===== src/hw/rtl/dmx_pkg.sv =====
`default_nettype none
// ----------------------------------------------------------------------------
// dmx_pkg
// shared types and constants for the surround to stereo downmix
// ----------------------------------------------------------------------------
package dmx_pkg;

    localparam int SAMPLE_W = 16;
    localparam int COUNT_W  = 8;
    localparam int SUM_W    = 20;
    localparam int SLOT_W   = 3;   // gain table has eight slots

    // 0.707 in q15
    localparam logic signed [31:0] GAIN_707 = 32'sd23170;
    localparam int                 Q_SHIFT  = 15;

    localparam logic signed [SUM_W-1:0] SUM_MAX = 20'sd32767;
    localparam logic signed [SUM_W-1:0] SUM_MIN = -20'sd32768;

    typedef enum logic [1:0] {
        GAIN_NONE,
        GAIN_UNITY,
        GAIN_HALF,
        GAIN_C707
    } gain_t;

    // per-slot gain toward the left side
    function automatic gain_t left_gain(input logic [SLOT_W-1:0] slot);
        gain_t g;
        unique case (slot)
            3'd0:    g = GAIN_UNITY;
            3'd1:    g = GAIN_NONE;
            3'd2:    g = GAIN_C707;
            3'd3:    g = GAIN_HALF;
            3'd4:    g = GAIN_C707;
            3'd5:    g = GAIN_NONE;
            3'd6:    g = GAIN_C707;
            default: g = GAIN_NONE;
        endcase
        return g;
    endfunction

    // per-slot gain toward the right side
    function automatic gain_t right_gain(input logic [SLOT_W-1:0] slot);
        gain_t g;
        unique case (slot)
            3'd0:    g = GAIN_NONE;
            3'd1:    g = GAIN_UNITY;
            3'd2:    g = GAIN_C707;
            3'd3:    g = GAIN_HALF;
            3'd4:    g = GAIN_NONE;
            3'd5:    g = GAIN_C707;
            3'd6:    g = GAIN_NONE;
            default: g = GAIN_C707;
        endcase
        return g;
    endfunction

endpackage
`default_nettype wire


===== src/hw/rtl/multichannel_to_stereo_downmix_top.sv =====
`default_nettype none
// ----------------------------------------------------------------------------
// multichannel_to_stereo_downmix_top
// folds an interleaved multichannel q15 stream into one stereo pair per frame
// ----------------------------------------------------------------------------
//  channel   handshake             payload                 direction
//  ------    -------------------   ---------------------   ---------
//  input     in_valid / in_ready   sample                  in
//  output    out_valid / out_ready left_out, right_out     out
//  config    cfg_valid / cfg_ready channel_count           in
//
//  one word per cycle sustained: input register -> mix/accumulate -> result register
//  a result is valid once the word that closes its frame has moved from the input register into the result register
//  rst_n clears position, sums, channel count (to two) and all valid flags
//  a held result stalls only a word that closes a frame, and the input behind it; other words keep flowing
//  config writes are always taken and restart framing
// ----------------------------------------------------------------------------
module multichannel_to_stereo_downmix_top #(
    parameter int MIXED_CHANNELS = 8
) (
    input  wire logic                                 clk,
    input  wire logic                                 rst_n,
    input  wire logic                                 in_valid,
    output logic                                      in_ready,
    input  wire logic signed [dmx_pkg::SAMPLE_W-1:0]  sample,
    output logic                                      out_valid,
    input  wire logic                                 out_ready,
    output logic signed [dmx_pkg::SAMPLE_W-1:0]       left_out,
    output logic signed [dmx_pkg::SAMPLE_W-1:0]       right_out,
    input  wire logic                                 cfg_valid,
    output logic                                      cfg_ready,
    input  wire logic [dmx_pkg::COUNT_W-1:0]          channel_count
);
    import dmx_pkg::*;

    // ---------------- framing state ----------------
    logic [COUNT_W-1:0] count_reg;
    logic [COUNT_W-1:0] pos_reg, pos_next;
    logic [COUNT_W-1:0] count_eff;
    logic               in_mono, in_last, in_mix;
    logic               in_take;

    // ---------------- input register ----------------
    logic                       s1_valid_reg;
    logic signed [SAMPLE_W-1:0] s1_sample_reg;
    logic [SLOT_W-1:0]          s1_slot_reg;
    logic                       s1_mix_reg;
    logic                       s1_last_reg;
    logic                       s1_mono_reg;
    logic                       s1_advance;
    logic                       out_free;

    // ---------------- accumulate ----------------
    logic signed [SUM_W-1:0]    left_sum_reg, right_sum_reg;
    logic signed [SUM_W-1:0]    left_new, right_new;
    logic signed [31:0]         prod_707;
    logic signed [SUM_W-1:0]    scaled_707;
    logic signed [SUM_W-1:0]    sample_ext;
    logic signed [SUM_W-1:0]    sample_half;

    // ---------------- result register ----------------
    logic                       out_valid_reg;
    logic signed [SAMPLE_W-1:0] left_out_reg, right_out_reg;

    function automatic logic signed [SUM_W-1:0] pick(
        input gain_t                   g,
        input logic signed [SUM_W-1:0] full,
        input logic signed [SUM_W-1:0] half,
        input logic signed [SUM_W-1:0] c707
    );
        logic signed [SUM_W-1:0] r;
        unique case (g)
            GAIN_UNITY: r = full;
            GAIN_HALF:  r = half;
            GAIN_C707:  r = c707;
            default:    r = '0;
        endcase
        return r;
    endfunction

    function automatic logic signed [SAMPLE_W-1:0] sat16(input logic signed [SUM_W-1:0] v);
        logic signed [SAMPLE_W-1:0] r;
        priority if (v > SUM_MAX)
            r = SUM_MAX[SAMPLE_W-1:0];
        else if (v < SUM_MIN)
            r = SUM_MIN[SAMPLE_W-1:0];
        else
            r = v[SAMPLE_W-1:0];
        return r;
    endfunction

    // a zero count behaves as mono
    assign count_eff = (count_reg == '0) ? COUNT_W'(1) : count_reg;
    assign in_mono   = (count_eff == COUNT_W'(1));
    assign in_last   = ({1'b0, pos_reg} + (COUNT_W+1)'(1)) >= {1'b0, count_eff};
    assign in_mix    = ({1'b0, pos_reg} < (COUNT_W+1)'(MIXED_CHANNELS));

    // handshake: stage one moves unless it closes a frame and the result is held
    assign out_free   = !out_valid_reg || out_ready;
    assign s1_advance = s1_valid_reg && (!(s1_last_reg || s1_mono_reg) || out_free);
    assign in_ready   = !s1_valid_reg || s1_advance;
    assign in_take    = in_valid && in_ready;
    assign cfg_ready  = 1'b1;

    always_comb
    begin
        pos_next = pos_reg;
        if (cfg_valid)
            pos_next = '0;
        else if (in_take)
        begin
            if (in_mono || in_last)
                pos_next = '0;
            else
                pos_next = pos_reg + COUNT_W'(1);
        end
    end

    always_ff @(posedge clk or negedge rst_n)
    begin
        if (!rst_n)
        begin
            count_reg <= COUNT_W'(2);
            pos_reg   <= '0;
        end
        else
        begin
            if (cfg_valid)
                count_reg <= channel_count;
            pos_reg <= pos_next;
        end
    end

    // input register
    always_ff @(posedge clk or negedge rst_n)
    begin
        if (!rst_n)
            s1_valid_reg <= 1'b0;
        else if (in_ready)
            s1_valid_reg <= in_valid;
    end

    always_ff @(posedge clk)
    begin
        if (in_take)
        begin
            s1_sample_reg <= sample;
            s1_slot_reg   <= pos_reg[SLOT_W-1:0];
            s1_mix_reg    <= in_mix;
            s1_last_reg   <= in_last;
            s1_mono_reg   <= in_mono;
        end
    end

    // weighted terms; one shared 0.707 product serves both sides
    assign sample_ext  = SUM_W'(s1_sample_reg);
    assign sample_half = sample_ext >>> 1;
    assign prod_707    = 32'(s1_sample_reg) * GAIN_707;
    assign scaled_707  = SUM_W'(prod_707 >>> Q_SHIFT);

    always_comb
    begin
        left_new  = left_sum_reg;
        right_new = right_sum_reg;
        if (s1_mix_reg)
        begin
            left_new  = left_sum_reg +
                        pick(left_gain(s1_slot_reg), sample_ext, sample_half, scaled_707);
            right_new = right_sum_reg +
                        pick(right_gain(s1_slot_reg), sample_ext, sample_half, scaled_707);
        end
    end

    always_ff @(posedge clk or negedge rst_n)
    begin
        if (!rst_n)
        begin
            left_sum_reg  <= '0;
            right_sum_reg <= '0;
        end
        else if (cfg_valid)
        begin
            left_sum_reg  <= '0;
            right_sum_reg <= '0;
        end
        else if (s1_advance)
        begin
            if (s1_last_reg || s1_mono_reg)
            begin
                left_sum_reg  <= '0;
                right_sum_reg <= '0;
            end
            else
            begin
                left_sum_reg  <= left_new;
                right_sum_reg <= right_new;
            end
        end
    end

    // result register
    always_ff @(posedge clk or negedge rst_n)
    begin
        if (!rst_n)
            out_valid_reg <= 1'b0;
        else if (s1_advance && (s1_last_reg || s1_mono_reg))
            out_valid_reg <= 1'b1;
        else if (out_ready)
            out_valid_reg <= 1'b0;
    end

    always_ff @(posedge clk)
    begin
        if (s1_advance && (s1_last_reg || s1_mono_reg))
        begin
            if (s1_mono_reg)
            begin
                left_out_reg  <= s1_sample_reg;
                right_out_reg <= s1_sample_reg;
            end
            else
            begin
                left_out_reg  <= sat16(left_new);
                right_out_reg <= sat16(right_new);
            end
        end
    end

    assign out_valid = out_valid_reg;
    assign left_out  = left_out_reg;
    assign right_out = right_out_reg;

    // ---------------- checks ----------------
    a_pos_in_frame: assert property (@(posedge clk) disable iff (!rst_n)
        pos_reg < count_eff)
        else $error("frame position past channel count");

    a_mono_closes: assert property (@(posedge clk) disable iff (!rst_n)
        s1_valid_reg && s1_mono_reg |-> s1_last_reg)
        else $error("mono word not marked as frame end");

    a_stall_cause: assert property (@(posedge clk) disable iff (!rst_n)
        !in_ready |-> s1_valid_reg && out_valid_reg && !out_ready)
        else $error("input stalled without a held result");

    a_frame_result: assert property (@(posedge clk) disable iff (!rst_n)
        s1_advance && s1_last_reg |=> out_valid_reg)
        else $error("frame end did not load a result");

endmodule
`default_nettype wire

===== config.mk =====
export PLATFORM = sky130hd
export DESIGN_NAME = multichannel_to_stereo_downmix_top
export DESIGN_NICKNAME = d
export VERILOG_FILES = /design/src/hw/rtl/dmx_pkg.sv /design/src/hw/rtl/multichannel_to_stereo_downmix_top.sv
export SDC_FILE = /design/constraint.sdc
export NUM_CORES = 1
export LEC_CHECK = 0
export ABC_CLOCK_PERIOD_IN_PS = 17510
export BUFFER_PORTS_ARGS = -buffer_cell sky130_fd_sc_hd__buf_2
export CAP_MARGIN = 40
export CORE_MARGIN = 8
export CORE_UTILIZATION = 35
export CTS_CLUSTER_SIZE = 16
export DETAILED_ROUTE_END_ITERATION = 7
export GPL_TIMING_DRIVEN = 0
export MAX_ROUTING_LAYER = met4
export PLACE_DENSITY_LB_ADDON = 0.2
export RECOVER_POWER = 50
export REMOVE_ABC_BUFFERS = 1
export SYNTH_ARGS = -nofsm -noshare
export SYNTH_HDL_FRONTEND = slang
export SYNTH_SLANG_ARGS = --single-unit
export TNS_END_PERCENT = 30

===== constraint.sdc =====
create_clock -name clk -period 17.51 [get_ports clk]
set_input_delay 0.8755 -clock clk [delete_from_list [all_inputs] [get_ports clk]]
set_output_delay 0.8755 -clock clk [all_outputs]
set_load 0.005 [all_outputs]

# After elaboration in Yosys (flattened, before gate mapping)
# Cells that the tools add are included.
# op_classes
n_addsub,4
n_mul,1
div_mod_pow,0
magnitude_cmp,6
eq_ne,12
n_shift,0
muxes,28
n_bitwise,0
reduce_logical,18
# op_table
op,count
20-bit 2-to-1 mux,10
20-bit one-hot mux with 3 select lines,2
16-bit 2-to-1 mux,6
20-bit adder,2
20-bit by 16-bit greater-than comparator with 1-bit output (second input constant),2
20-bit by 16-bit less-than comparator with 1-bit output (second input constant),2
8-bit 2-to-1 mux,4
16-bit by 15-bit multiplier with 31-bit output (second input constant),1
2-bit one-hot mux with 3 select lines,2
8-bit by 1-bit adder with 9-bit output (second input constant),1
9-bit by 8-bit greater-or-equal comparator with 1-bit output,1
8-bit by 1-bit adder with 8-bit output (second input constant),1
2-bit equality test (second input constant),4
8-bit by 1-bit equality test with 1-bit output (second input constant),1
8-bit zero test,1
8-bit by 4-bit less-than comparator with 1-bit output (second input constant),1
3-bit by 2-bit equality test with 1-bit output (second input constant),2
3-bit equality test (second input constant),2
2-bit nonzero test,3
3-bit OR reduction,2
1-bit logical OR,5
2-bit by 1-bit equality test with 1-bit output (second input constant),2
2-bit 2-to-1 mux,2
3-bit by 1-bit equality test with 1-bit output (second input constant),1
4 further kinds,9
# totals
ff_bits,112
latchBits,0
ram_bits,0
rom_bits,0
in_bits,29
output_inout_bits,35
word_cells,82
mem_count,0

# Logic depth before layout (Yosys ltp)
# logic_depth
depth_word,13
depth_mapped,31
mapped_depth_nobuf,30

# Worst setup path after synthesis
# No wires, ideal clock.
# synth_path
kind,register -> register
from,reg s1_sample_reg[7]
to,"reg left_out_reg[11], in the netlist left_out[11] (data pin)"
setup_time_ps,265
arrival_time_ps,7304
t_required_ps,17245
path_slack_ps,9941
path_stages_with_launch,32
n_path_buf,1
period_less_slack_ps,7569
cell_sequence,edfxtp_1 ha_1 inv_1 fa_1 inv_1 ha_1 fa_1 fa_1 ha_1 ha_1 a2111oi_4 o21ai_2 a41oi_1 o21bai_1 a21oi_1 o21bai_1 a21oi_1 xnor2_1 inv_1 o22ai_1 ha_1 o211ai_1 or2_0 or4_4 nand4_2 and3_2 nand2_1 mux2_2 o2111a_1 o21bai_2 buf_4 o22ai_1
# synth_via
elab_chain_len,9
elab_cells_between_ends,10
cone_classes,add/sub (1); mul (1); order compare (2); mux (6)
# synth_rtl
item,line,rtl
start: declaration,multichannel_to_stereo_downmix_top.sv:45,logic signed [SAMPLE_W-1:0] s1_sample_reg;
start signal: assignment,multichannel_to_stereo_downmix_top.sv:147,s1_sample_reg <= sample;
16-bit by 15-bit multiplier with 31-bit output,multichannel_to_stereo_downmix_top.sv:158,assign prod_707 = 32'(s1_sample_reg) * GAIN_707;
20-bit one-hot mux with 3 select lines *,multichannel_to_stereo_downmix_top.sv:72,unique case (g)
20-bit 2-to-1 mux *,multichannel_to_stereo_downmix_top.sv:165,if (s1_mix_reg)
20-bit adder *,multichannel_to_stereo_downmix_top.sv:167,left_new = left_sum_reg +
20-bit 2-to-1 mux *,multichannel_to_stereo_downmix_top.sv:165,
20-bit by 16-bit less-than comparator with 1-bit output,multichannel_to_stereo_downmix_top.sv:85,else if (v < SUM_MIN)
16-bit 2-to-1 mux,multichannel_to_stereo_downmix_top.sv:85,
16-bit 2-to-1 mux *,multichannel_to_stereo_downmix_top.sv:83,priority if (v > SUM_MAX)
16-bit 2-to-1 mux *,multichannel_to_stereo_downmix_top.sv:216,if (s1_mono_reg)
end signal: assignment,multichannel_to_stereo_downmix_top.sv:218,left_out_reg <= s1_sample_reg;
end signal: assignment,multichannel_to_stereo_downmix_top.sv:223,left_out_reg <= sat16(left_new);
end: declaration,multichannel_to_stereo_downmix_top.sv:63,"logic signed [SAMPLE_W-1:0] left_out_reg, right_out_reg;"
# Every way passes the cells marked *; elsewhere a longest branch is shown, timed or not. The select of a mux whose other input is x is not followed.
# A chain may end at the register's enable or synchronous reset.

# Final worst setup path
# layout_path
from,reg s1_sample_reg[7]
to,"reg left_out_reg[13], in the netlist left_out[13] (data pin)"
# The elaborated chain is that of the path after synthesis.

==> summary.txt <==
commonest cells after routing, fill and taps aside: ha_1, inv_1, nand2_1, o21ai_0, fa_1
endpoints failing setup: 0
Final Slew Violations: 59
Warnings, synthesis: 0
dpl hpwl: 22100 um
CP Max Fanout: 15
CP delay by family, top: compound AO/OA/AOI/OAI gates
remaining antenna violation count after routing: 0
clk sinks: 112
Die ar.: 38200 um^2
Total Wirelength: 28300 um
routed vias/inst: 5.30
Worst Setup Path Type: flip-flop to flip-flop
XOR/XNOR Fraction of Synth Area: 3.88%
via count: 8575
post-synth top area cell: ha_1
peak supply drop: 0.102 mV
Synth area leaders: ha_1, edfxtp_1, dfrtp_1, fa_1, inv_1
Critical Path Start Type: flip-flop
Root Buffer: clkbuf_16
NumNets Final: 1465
WP data arrival: 9.21 ns
sequential-to-total area share from yosys stat: 27.3%
TritonCTS buffer count: 9
Synth cell types: 83
crit path from: s1_sample_reg[7]
Post-synth ARST share: 51.8%
commonest non-fill, non-tap cell in the layout: ha_1
Synth Instances: 1165
Initial Util: 35.6%
crit share post-route: 52.2%
failing checks: max-capacitance violations, max-slew violations
Hold Vio Cnt, Final: 0
Tmin final: 9.14 ns
CP Capture Type: flip-flop
Slew @ Worst Pin: 3.49 ns
worst relative slew slack: -133%
Crit path top cell by count: ha_1
Post-Synth Simple-Gate Area: 10.7%
setup TNS: 0 ns
I/O pin cnt: 64
largest net degree at the start of global routing: 59
CTS HTree Levels: 3
Buf/Inv on CP: 3
routability congestion estimate: 0.849
Tot GR Track Use: 15.5%
Max Cap Viol: 1
Worst Path Required: 17.58 ns
r2r worst-path depth: 30
f_max: 109 MHz
Reg2Reg Launch Point: s1_sample_reg[7]
Port-buffer cells: 62
Clock Latency Late Sink: 0.37 ns
ys flop type: dfrtp_1
RSZ-0062 raised after global routing: no
die span in x: 195 um
initial antenna violation count: 0
Iter 0 DRT Violations: 439
hold path cells: 2
EDFF count, synth: 54
clk buf depth: 2
Post-CTS Hold Buffers: 0
vias in the first global route: 8873
Area growth syn-to-layout: 10.4%
mux cell area share after synthesis: 3.85%
total congestion overflow: 0
pwr dens: 177 nW/um^2
post-CTS resize count: 0
TritonCTS clock tree: done
row cnt: 65
first-pass GRT wire length: 46800 um
Wirelength per Cell: 17.5 um
Worst R2R Setup Slack: 8.37 ns
top cell type's share of synthesized area: 18.2%
Yosys reg bits: 112
Antenna Cells: 0
Synth Area in Adders: 29.0%
Worst Setup EP: left_out[13]
Post-CTS Setup Bufs: 0
Core ar.: 31600 um^2
fraction of layout cells with a size suffix above 1: 8.06%
post-synthesis cell area: 11300 um^2
Hold Crit Class: flip-flop to flip-flop
clock skew: 0.0152 ns
Vert. Die Dim: 195 um
Synth Area in Compound Gates: 19.4%
synthesized area per cell: 9.67 um^2
main combinational cell family by area after synthesis: adder cells
clock slew at reported path FFs: 0.08 ns
R2R Path End: left_out[13]
DRC errors left: 0
P_leak: 5.83 nW
critical path depth in cells: 30
filler cell count: 3179
TritonRoute pass-1 iters: 5
Total Power: 2.20 mW
Worst path slowest cell: a21oi_2
status: finished, violations left
fin util: 39.3%
slowest stage delay, CP: 0.75 ns
## worst min-delay path: stages, from the launching register on
cell,delay (ns)
dfstp_2,0.37
inv_1,0.07
o21ai_0,0.07
## layer usage
layer  vias up  global-route usage, %  part of all wire [%]
li1       4294                      -                     -
met1      4150                   19.5                    47
met2       107                   26.3                    49
met3        24                   1.69                   2.1
met4         0                   4.21                   1.8
met5         -                      -                     0
## metrics by stage
| stage | instance area, um^2 | setup slack, ns | std cells | hold slack [ns] |
|---|---|---|---|---|
| after floorplan | 11100 | 9.83 | 1124 | 0.465 |
| after global placement | 11900 | 8.39 | 1588 | 0.495 |
| after detailed placement | 12200 | 8.38 | 1602 | 0.498 |
| after CTS | 12500 | 8.34 | 1618 | 0.516 |
| after global routing | 12400 | 7.93 | 1618 | 0.536 |
| final | 12400 | 8.37 | 1618 | 0.509 |
## power breakdown
group	leakage, nW	internal [mW]	switching (mW)	total, mW
registers	1.29	0.343	0.0384	0.381
clock network	0.151	0.114	0.107	0.221
logic	4.39	0.662	0.940	1.60
## synth_stat cells, types with 5 or more instances
| cell | instances |
|---|---|
| a211oi_1 | 14 |
| a21o_1 | 27 |
| a21oi_1 | 57 |
| a22oi_1 | 5 |
| a31oi_1 | 15 |
| buf_1 | 6 |
| buf_6 | 5 |
| clkbuf_1 | 27 |
| dfrtp_1 | 57 |
| edfxtp_1 | 54 |
| fa_1 | 61 |
| ha_1 | 164 |
| inv_1 | 118 |
| mux2i_1 | 40 |
| nand2_1 | 86 |
| nand2b_1 | 11 |
| nand3_1 | 16 |
| nand4_1 | 6 |
| nor2_1 | 49 |
| nor2b_1 | 18 |
| nor3_1 | 11 |
| nor3b_1 | 11 |
| nor4_1 | 7 |
| o211ai_1 | 5 |
| o21a_1 | 6 |
| o21ai_0 | 84 |
| o21bai_1 | 9 |
| o22a_1 | 12 |
| o22ai_1 | 52 |
| o22ai_2 | 10 |
| xnor2_1 | 34 |
| xor2_1 | 14 |
## cells by family (layout without fill, tap and decap cells)
kind of cell,Yosys count,after routing
xor gates and xnor gates,49,49
buffers and inverters,161,212
other,1,1
DFF,112,112
and+or+nand+nor,243,243
adders and majority gates,225,225
muxes,43,43
AOI/OAI and AO/OA,331,331
## final cells by class
type	count	area, um^2	area share (%)
clock buffers	9	225	1.81
clock inverters	7	85.1	0.684
inverters	120	450	3.62
multi-input cells	892	7550	60.7
flip-flops and latches	112	3070	24.7
well taps	402	503	4.04
repair buffers	76	551	4.43
## how the worst min path moves through the flow
stage                            startpoint           endpoint  slack [ns]
after floorplan                  pos_reg[1]     s1_slot_reg[1]        0.46
after global placement    right_sum_reg[14]  right_sum_reg[14]        0.49
after detailed placement         pos_reg[1]     s1_slot_reg[1]        0.50
after CTS                      count_reg[1]       count_reg[1]        0.52
after global routing             pos_reg[1]     s1_slot_reg[1]        0.54
final                          count_reg[1]       count_reg[1]        0.51
Note: power is estimated with default switching activity, not from simulation.
